File: src/rtl/e2c_pkg.sv
`timescale 1ns / 1ps
`default_nettype none

package e2c_pkg;

  localparam int EpochWidth   = 32;
  localparam int DaysWidth    = 16;   // up to 49710 whole days
  localparam int TodWidth     = 17;   // seconds within a day, below 86400
  localparam int YoffWidth    = 8;    // years past the first year, 0..136
  localparam int DoyWidth     = 9;    // day within the year, 0..365
  localparam int Months       = 12;
  localparam int MonthIdxWidth = 4;

  localparam int SecsPerDay   = 24 * 60 * 60;
  localparam int SecsPerHour  = 3600;
  localparam int SecsPerMin   = 60;
  localparam int FirstYear    = 1970;
  localparam int LastYoff     = 136;          // 2106
  localparam int CenturyYoff  = 2100 - FirstYear;  // 2100 is not a leap year

  // reciprocal of 675 (86400 = 675 << 7), exact for 25-bit operands
  localparam int DayRecipShift = 35;
  localparam logic [25:0] DayRecip = 26'd50903317;
  // reciprocal of 225 (3600 = 225 << 4), exact below 5400
  localparam int HourRecipShift = 20;
  localparam logic [12:0] HourRecip = 13'd4661;
  // reciprocal of 15 (60 = 15 << 2), exact below 900
  localparam int MinRecipShift = 14;
  localparam logic [10:0] MinRecip = 11'd1093;

  typedef logic [EpochWidth-1:0]    epoch_t;
  typedef logic [DaysWidth-1:0]     days_t;
  typedef logic [TodWidth-1:0]      tod_t;
  typedef logic [YoffWidth-1:0]     yoff_t;
  typedef logic [DoyWidth-1:0]      doy_t;
  typedef logic [MonthIdxWidth-1:0] midx_t;

  typedef struct packed {
    logic [4:0] hour;
    logic [5:0] minute;
    logic [5:0] second;
  } clock_t;

  // first day of each month in a common year, sums of 31 28 31 30 31 30 31 31 30 31 30 31
  localparam doy_t MonthStart [Months] = '{
    9'd0, 9'd31, 9'd59, 9'd90, 9'd120, 9'd151,
    9'd181, 9'd212, 9'd243, 9'd273, 9'd304, 9'd334
  };

  // days from the epoch to the first day of year FirstYear + n
  function automatic logic [16:0] year_start(input yoff_t n);
    logic [16:0] base;
    logic [16:0] leaps;
    base  = 17'(n) * 17'd365;
    leaps = 17'((9'(n) + 9'd1) >> 2);
    if (n > yoff_t'(CenturyYoff)) begin
      leaps = leaps - 17'd1;
    end
    return base + leaps;
  endfunction

  // divisible by 4; the only century in range (2100) is excluded, 2000 divides by 400
  function automatic logic is_leap(input yoff_t n);
    return (n[1:0] == 2'd2) && (n != yoff_t'(CenturyYoff));
  endfunction

  function automatic doy_t month_start(input midx_t m, input logic leap);
    doy_t s;
    s = MonthStart[m];
    if (leap && (m >= midx_t'(2))) begin
      s = s + doy_t'(1);
    end
    return s;
  endfunction

endpackage

`default_nettype wire

File: src/rtl/epoch_seconds_to_calendar_unit.sv
`timescale 1ns / 1ps
`default_nettype none

// Converts a 32-bit count of seconds since 1970-01-01 00:00:00 into Gregorian
// date (1970..2106) and time of day. Fully pipelined: a new item may be started
// every cycle, busy never rises, and each result appears with out_valid for one
// cycle. Most of the pipeline is the eight-stage binary search over year start
// days, after three stages that split days from time of day and three that
// resolve month and day. The receiver cannot stall; results must be taken in
// the cycle they appear.

module epoch_seconds_to_calendar_unit
  import e2c_pkg::*;
(
  input  wire logic        clk,
  input  wire logic        rst_n,
  input  wire logic        start,
  output logic             busy,
  input  wire logic [31:0] in_epoch_seconds,
  output logic             out_valid,
  output logic [4:0]       out_day_of_month,
  output logic [3:0]       out_month_number,
  output logic [11:0]      out_year_number,
  output logic [4:0]       out_hour_of_day,
  output logic [5:0]       out_minute_of_hour,
  output logic [5:0]       out_second_of_minute
);

  // clock path is 4 stages, date path after the split is 11
  localparam int ClkPad = 7;

  logic   split_valid;
  days_t  split_days;
  tod_t   split_tod;
  logic   year_valid;
  days_t  year_days;
  yoff_t  year_yoff;
  clock_t clk_time;
  clock_t clk_dly_r [ClkPad];

  assign busy = 1'b0;

  e2c_day_split u_split (
    .clk       (clk),
    .rst_n     (rst_n),
    .in_valid  (start),
    .in_secs   (in_epoch_seconds),
    .out_valid (split_valid),
    .out_days  (split_days),
    .out_tod   (split_tod)
  );

  e2c_year_search u_year (
    .clk       (clk),
    .rst_n     (rst_n),
    .in_valid  (split_valid),
    .in_days   (split_days),
    .out_valid (year_valid),
    .out_days  (year_days),
    .out_yoff  (year_yoff)
  );

  e2c_month_day u_mday (
    .clk       (clk),
    .rst_n     (rst_n),
    .in_valid  (year_valid),
    .in_days   (year_days),
    .in_yoff   (year_yoff),
    .out_valid (out_valid),
    .out_day   (out_day_of_month),
    .out_month (out_month_number),
    .out_year  (out_year_number)
  );

  e2c_clock u_clock (
    .clk      (clk),
    .in_tod   (split_tod),
    .out_time (clk_time)
  );

  always_ff @(posedge clk) begin
    clk_dly_r[0] <= clk_time;
    for (int i = 1; i < ClkPad; i++) begin
      clk_dly_r[i] <= clk_dly_r[i-1];
    end
  end

  assign out_hour_of_day      = clk_dly_r[ClkPad-1].hour;
  assign out_minute_of_hour   = clk_dly_r[ClkPad-1].minute;
  assign out_second_of_minute = clk_dly_r[ClkPad-1].second;

endmodule

`default_nettype wire

File: src/rtl/e2c_day_split.sv
`timescale 1ns / 1ps
`default_nettype none

module e2c_day_split
  import e2c_pkg::*;
(
  input  wire logic   clk,
  input  wire logic   rst_n,
  input  wire logic   in_valid,
  input  wire epoch_t in_secs,
  output logic        out_valid,
  output days_t       out_days,
  output tod_t        out_tod
);

  logic        v1_r, v2_r, v3_r;
  logic [50:0] p1_r;
  epoch_t      secs1_r, secs2_r;
  days_t       days2_r, days3_r;
  epoch_t      dm2_r;
  tod_t        tod3_r;
  days_t       days1;
  logic [32:0] dm_full;

  // secs / 86400 = (secs >> 7) / 675
  assign days1   = p1_r[DayRecipShift +: DaysWidth];
  assign dm_full = 33'(days1) * 33'(SecsPerDay);

  always_ff @(posedge clk) begin
    if (!rst_n) begin
      v1_r <= 1'b0;
      v2_r <= 1'b0;
      v3_r <= 1'b0;
    end else begin
      v1_r <= in_valid;
      v2_r <= v1_r;
      v3_r <= v2_r;
    end
  end

  always_ff @(posedge clk) begin
    p1_r    <= 51'(in_secs[EpochWidth-1:7]) * 51'(DayRecip);
    secs1_r <= in_secs;
    days2_r <= days1;
    dm2_r   <= dm_full[EpochWidth-1:0];
    secs2_r <= secs1_r;
    days3_r <= days2_r;
    tod3_r  <= tod_t'(secs2_r - dm2_r);
  end

  assign out_valid = v3_r;
  assign out_days  = days3_r;
  assign out_tod   = tod3_r;

endmodule

`default_nettype wire

File: src/rtl/e2c_year_search.sv
`timescale 1ns / 1ps
`default_nettype none

module e2c_year_search
  import e2c_pkg::*;
(
  input  wire logic  clk,
  input  wire logic  rst_n,
  input  wire logic  in_valid,
  input  wire days_t in_days,
  output logic       out_valid,
  output days_t      out_days,
  output yoff_t      out_yoff
);

  localparam int Steps = YoffWidth;

  logic  v_r    [Steps];
  days_t days_r [Steps];
  yoff_t yoff_r [Steps];

  // one bit of the year offset per stage, msb first
  for (genvar s = 0; s < Steps; s++) begin : g_step
    logic  vin;
    days_t din;
    yoff_t yin;
    yoff_t cand;
    logic  take;

    if (s == 0) begin : g_first
      assign vin = in_valid;
      assign din = in_days;
      assign yin = '0;
    end else begin : g_next
      assign vin = v_r[s-1];
      assign din = days_r[s-1];
      assign yin = yoff_r[s-1];
    end

    assign cand = yin | (yoff_t'(1) << (Steps - 1 - s));
    assign take = (cand <= yoff_t'(LastYoff)) && (year_start(cand) <= 17'(din));

    always_ff @(posedge clk) begin
      if (!rst_n) begin
        v_r[s] <= 1'b0;
      end else begin
        v_r[s] <= vin;
      end
    end

    always_ff @(posedge clk) begin
      days_r[s] <= din;
      yoff_r[s] <= take ? cand : yin;
    end
  end

  assign out_valid = v_r[Steps-1];
  assign out_days  = days_r[Steps-1];
  assign out_yoff  = yoff_r[Steps-1];

endmodule

`default_nettype wire

File: src/rtl/e2c_month_day.sv
`timescale 1ns / 1ps
`default_nettype none

module e2c_month_day
  import e2c_pkg::*;
(
  input  wire logic  clk,
  input  wire logic  rst_n,
  input  wire logic  in_valid,
  input  wire days_t in_days,
  input  wire yoff_t in_yoff,
  output logic       out_valid,
  output logic [4:0] out_day,
  output logic [3:0] out_month,
  output logic [11:0] out_year
);

  logic        v1_r, v2_r, v3_r;
  doy_t        doy1_r, doy2_r;
  logic        leap1_r, leap2_r;
  logic [11:0] year1_r, year2_r, year3_r;
  midx_t       midx2_r;
  logic [4:0]  day3_r;
  logic [3:0]  month3_r;
  logic [16:0] doy_full;
  midx_t       midx;
  doy_t        day0;

  assign doy_full = 17'(in_days) - year_start(in_yoff);

  // month index = number of later month starts already reached
  always_comb begin
    midx = '0;
    for (int m = 1; m < Months; m++) begin
      if (doy1_r >= month_start(midx_t'(m), leap1_r)) begin
        midx = midx + midx_t'(1);
      end
    end
  end

  assign day0 = doy2_r - month_start(midx2_r, leap2_r);

  always_ff @(posedge clk) begin
    if (!rst_n) begin
      v1_r <= 1'b0;
      v2_r <= 1'b0;
      v3_r <= 1'b0;
    end else begin
      v1_r <= in_valid;
      v2_r <= v1_r;
      v3_r <= v2_r;
    end
  end

  always_ff @(posedge clk) begin
    doy1_r   <= doy_full[DoyWidth-1:0];
    leap1_r  <= is_leap(in_yoff);
    year1_r  <= 12'(FirstYear) + 12'(in_yoff);
    doy2_r   <= doy1_r;
    leap2_r  <= leap1_r;
    year2_r  <= year1_r;
    midx2_r  <= midx;
    day3_r   <= day0[4:0] + 5'd1;
    month3_r <= midx2_r + 4'd1;
    year3_r  <= year2_r;
  end

  assign out_valid = v3_r;
  assign out_day   = day3_r;
  assign out_month = month3_r;
  assign out_year  = year3_r;

endmodule

`default_nettype wire

File: src/rtl/e2c_clock.sv
`timescale 1ns / 1ps
`default_nettype none

module e2c_clock
  import e2c_pkg::*;
(
  input  wire logic clk,
  input  wire tod_t in_tod,
  output clock_t    out_time
);

  logic [25:0] ph1_r;
  tod_t        tod1_r;
  logic [4:0]  hour2_r, hour3_r;
  logic [11:0] rem2_r, rem3_r;
  logic [20:0] pm3_r;
  clock_t      time4_r;
  logic [4:0]  hour;
  logic [16:0] rem_full;
  logic [5:0]  minute;
  logic [11:0] msec;

  // tod / 3600 = (tod >> 4) / 225
  assign hour     = ph1_r[HourRecipShift +: 5];
  assign rem_full = tod1_r - 17'(hour) * 17'(SecsPerHour);
  // rem / 60 = (rem >> 2) / 15
  assign minute   = pm3_r[MinRecipShift +: 6];
  assign msec     = 12'(minute) * 12'(SecsPerMin);

  always_ff @(posedge clk) begin
    ph1_r          <= 26'(in_tod[TodWidth-1:4]) * 26'(HourRecip);
    tod1_r         <= in_tod;
    hour2_r        <= hour;
    rem2_r         <= rem_full[11:0];
    pm3_r          <= 21'(rem2_r[11:2]) * 21'(MinRecip);
    rem3_r         <= rem2_r;
    hour3_r        <= hour2_r;
    time4_r.hour   <= hour3_r;
    time4_r.minute <= minute;
    time4_r.second <= 6'(rem3_r - msec);
  end

  assign out_time = time4_r;

endmodule

`default_nettype wire

File: config.mk
export PLATFORM = sky130hd
export DESIGN_NAME = epoch_seconds_to_calendar_unit
export DESIGN_NICKNAME = d
export VERILOG_FILES = /design/src/rtl/e2c_pkg.sv /design/src/rtl/epoch_seconds_to_calendar_unit.sv /design/src/rtl/e2c_day_split.sv /design/src/rtl/e2c_year_search.sv /design/src/rtl/e2c_month_day.sv /design/src/rtl/e2c_clock.sv
export SDC_FILE = /design/constraint.sdc
export NUM_CORES = 2
export LEC_CHECK = 0
export BUFFER_PORTS_ARGS = -buffer_cell sky130_fd_sc_hd__buf_2
export CAP_MARGIN = 5
export CORE_UTILIZATION = 36
export CTS_CLUSTER_SIZE = 30
export DETAILED_ROUTE_END_ITERATION = 10
export PLACE_DENSITY = 0.61
export SETUP_SLACK_MARGIN = 0.05
export SKIP_CTS_REPAIR_TIMING = 1
export SLEW_MARGIN = 0
export SYNTH_ARGS = -nofsm -noshare
export SYNTH_HDL_FRONTEND = slang
export SYNTH_SLANG_ARGS = --single-unit
export TNS_END_PERCENT = 20
File: constraint.sdc
create_clock -name clk -period 9.2 [get_ports clk]
set_input_delay 1.84 -clock clk [delete_from_list [all_inputs] [get_ports clk]]
set_output_delay 1.84 -clock clk [all_outputs]
set_load 0.005 [all_outputs]
==> impl_metrics.yaml <==
sta:
  slew_viol_final: 0
  setup_slack_ns: 1.25
  finalHoldViolations: 0
  post-route-min-period_ns: 7.95
  fmax_mhz: 126
  hold-worst-slack_ns: 0.316
  fin_crit_sh: 0.864
  final-setup-viol-count: 0
  fin_tns_setup_ns: 0
  finClkSkew_ns: 0.0518
  actual_transition_at_the_worst_max_transition_pin_ns: 0.833
  slew_headroom: 0.431
  rsz0062_at_grt: "no"
critical_path:
  critical_path_arrival_ns: 8.46
  worstSetupStartpointType: "input port"
  path_class: "input port to flip-flop"
  crit_fanout: 10
  cp-end-kind: "flip-flop"
  worst-endpoint-required_ns: 9.71
yosys:
  syn_avg_cell_area_um2: 10.7
  synth-adder-area-share: 0.461
  synth_edf_count: 0
  synth_simple_gate_area_share: 0.0511
  post_synthesis_cells: 3473
  synthXorXnorAreaFrac: 0.0496
  yosysUniqueCellTypes: 75
  synth_top_family_by_area: "adder cells"
  muxShareOfSynthArea: 0.00401
  yosysTopAreaCellShare: 0.286
  netlist_area_um2: 37100
  synth_top_flop_cell: "sky130_fd_sc_hd__dfxtp_1"
  yosys-top-cells-area: "sky130_fd_sc_hd__dfxtp_1, sky130_fd_sc_hd__ha_1, sky130_fd_sc_hd__fa_1"
  synth_compound_gate_area_share: 0.0668
  synth_seq_cells: 531
  asyncSetResetFlopFracSynth: 0
  synth.yosys.warnings: 0
  fraction_of_the_yosys_area_taken_by_sequential_cells: 0.286
  synth_largest_area_cell: "sky130_fd_sc_hd__dfxtp_1"
final_layout:
  area_growth_syn_to_layout_pct: 10.5
  seqCellArea_um2: 10600
  nFillCells: 9833
  finish.utilization: 0.402
  area_of_the_multi_input_gates_um2: 23500
  antennaDiodeCount: 0
  design.final.nets: 4805
  drive_gt1_frac: 0.0536
floorplanning:
  chip_height_um: 323
  initial_core_util: 0.364
  die_w_um: 323
  placement_rows: 117
  design.core.area_um2: 102000
  boundaryPins: 75
  design.die.area_um2: 104000
cts:
  clk_pin_slew_ns: 0.06
  insertion_delay_ns: 0.63
  clock-sinks: 531
  cts_made_buffers: 54
  htree_num_levels: 2
  max-clock-path-buffers: 3
  tritoncts: "built"
  buffer_cell_driving_the_clock_tree_root: "sky130_fd_sc_hd__clkbuf_16"
outcome:
  run_status: "completed"
min_path:
  min_delay_path_class: "flip-flop to flip-flop"
global_routing:
  antenna_found_initial: 0
  global_route.usage.total: 0.136
  largest_net_degree_at_the_start_of_global_routing: 18
  grt_pass1_vias: 23300
  grt_remaining_overflow: 0
  first_pass_grt_wire_length_um: 115000
place:
  dp_slack_ns: 0.620
  post-dp-hpwl_um: 57500
  port_buffer_count: 73
  place.gp.congestion: 0.902
drt:
  avgViaCountPerCell: 4.45
  routed_wl_um: 67900
  avgRoutedWirePerCell_um: 13.6
  final_routed_drc_violation_total: 0
  antenna_violating_nets_post_route: 0
  drt_iter0_drc: 796
  drt-pass1-iter-count: 5
  via_count: 22300
flow_run:
  max_cap_viol_count: 0
area by class of cell:
type | count | area share
multi-input cells | 2152 | 0.573
flip-flops and latches | 531 | 0.259
inverters | 785 | 0.0718
well taps | 1368 | 0.0417
clock buffers | 69 | 0.0360
clock inverters | 28 | 0.00926
repair buffers | 75 | 0.00926
sequential cells by signal, summed over array words and instances (netlist names), 7 cells and up:
signal and cells:
u_clock.rem2_r 12, u_split.p1_r 18, u_mday.year1_r 12, u_split.days2_r 16
u_clock.tod1_r 10, u_mday.doy1_r 9, u_year.v_r 8, u_clock.out_time 17
u_mday.year2_r 12, u_split.out_days 16, u_split.out_tod 17, clk_dly_r 119
u_clock.ph1_r 7, u_split.dm2_r 9, u_split.secs1_r 15, u_year.yoff_r 36
u_split.secs2_r 17, u_mday.out_year 12, u_year.days_r 121
layout by cell type, fill, tap and decap left out, drive strengths merged, types with 28 or more instances in the layout:
master  count
ha        842
inv       793
dfxtp     531
fa        329
xnor2     155
a21oi     104
nor2      100
o21ai      81
nand2      77
buf        75
clkbuf     69
a21o       51
xor2       44
o21a       38
nand4      35
nor2b      29
nand3      28
final timing paths:
check | startpoint | endpoint | slack, ns | depth (start not counted)
setup reg to reg | u_mday.leap1_r$_DFF_P_ | u_mday.midx2_r[1]$_DFF_P_ | 2.17 | 30
setup / recovery | in_epoch_seconds[18] | u_split.p1_r[50]$_DFF_P_ | 1.25 | 23
hold / removal | u_clock.hour2_r[4]$_DFF_P_ | u_clock.hour3_r[4]$_DFF_P_ | 0.32 | 0
hold reg to reg | u_clock.hour2_r[4]$_DFF_P_ | u_clock.hour3_r[4]$_DFF_P_ | 0.32 | 0
worst max-delay path, cell delays in order:
cell and delay (ns):
sky130_fd_sc_hd__buf_2 0.32, sky130_fd_sc_hd__fa_1 0.48, sky130_fd_sc_hd__ha_1 0.28, sky130_fd_sc_hd__inv_1 0.05
sky130_fd_sc_hd__fa_1 0.49, sky130_fd_sc_hd__inv_1 0.05, sky130_fd_sc_hd__fa_1 0.47, sky130_fd_sc_hd__inv_1 0.05
sky130_fd_sc_hd__fa_1 0.52, sky130_fd_sc_hd__inv_1 0.05, sky130_fd_sc_hd__fa_1 0.50, sky130_fd_sc_hd__fa_1 0.43
sky130_fd_sc_hd__ha_1 0.30, sky130_fd_sc_hd__a21oi_1 0.17, sky130_fd_sc_hd__o21ai_0 0.20, sky130_fd_sc_hd__a211oi_1 0.24
sky130_fd_sc_hd__o311a_1 0.26, sky130_fd_sc_hd__o21ai_0 0.19, sky130_fd_sc_hd__a2111oi_0 0.79, sky130_fd_sc_hd__o31ai_1 0.29
sky130_fd_sc_hd__nor4_1 0.23, sky130_fd_sc_hd__nor3_1 0.10, sky130_fd_sc_hd__xnor2_1 0.14
cells by family after synthesis:
kind of cell	after synthesis
compound gates	381
xor+xnor	200
fa+ha+maj	1171
buf+inv	800
flops	531
mux	14
other cells	2
simple gates	374
stage by stage:
| stage | std cells | area (um^2) |
|---|---|---|
| 6_report | 5008 | 41100 |
| 5_1_grt | 5008 | 41100 |
| 2_1_floorplan | 3483 | 37200 |
| 4_1_cts | 5008 | 41100 |
| 3_3_place_gp | 4911 | 39200 |
| 3_5_place_dp | 4911 | 39200 |
synthesized netlist by cell type, drive strengths merged, types with 38 or more instances:
cell,n
a21o,51
a21oi,104
dfxtp,531
fa,329
ha,842
inv,785
nand2,77
nor2,100
o21a,38
o21ai,81
xnor2,155
xor2,44
per-layer routing:
layer / routed length (um) / track usage / vias to the layer above
met5: 0 / 0 / -
met4: 2310 / 0.0491 / 0
met3: 2240 / 0.0198 / 107
met2: 32500 / 0.237 / 264
met1: 30900 / 0.170 / 10500
li1: - / - / 11400
Power is not shown: default switching activity piles up to over one toggle a cycle in this logic, so the estimate is an artifact.
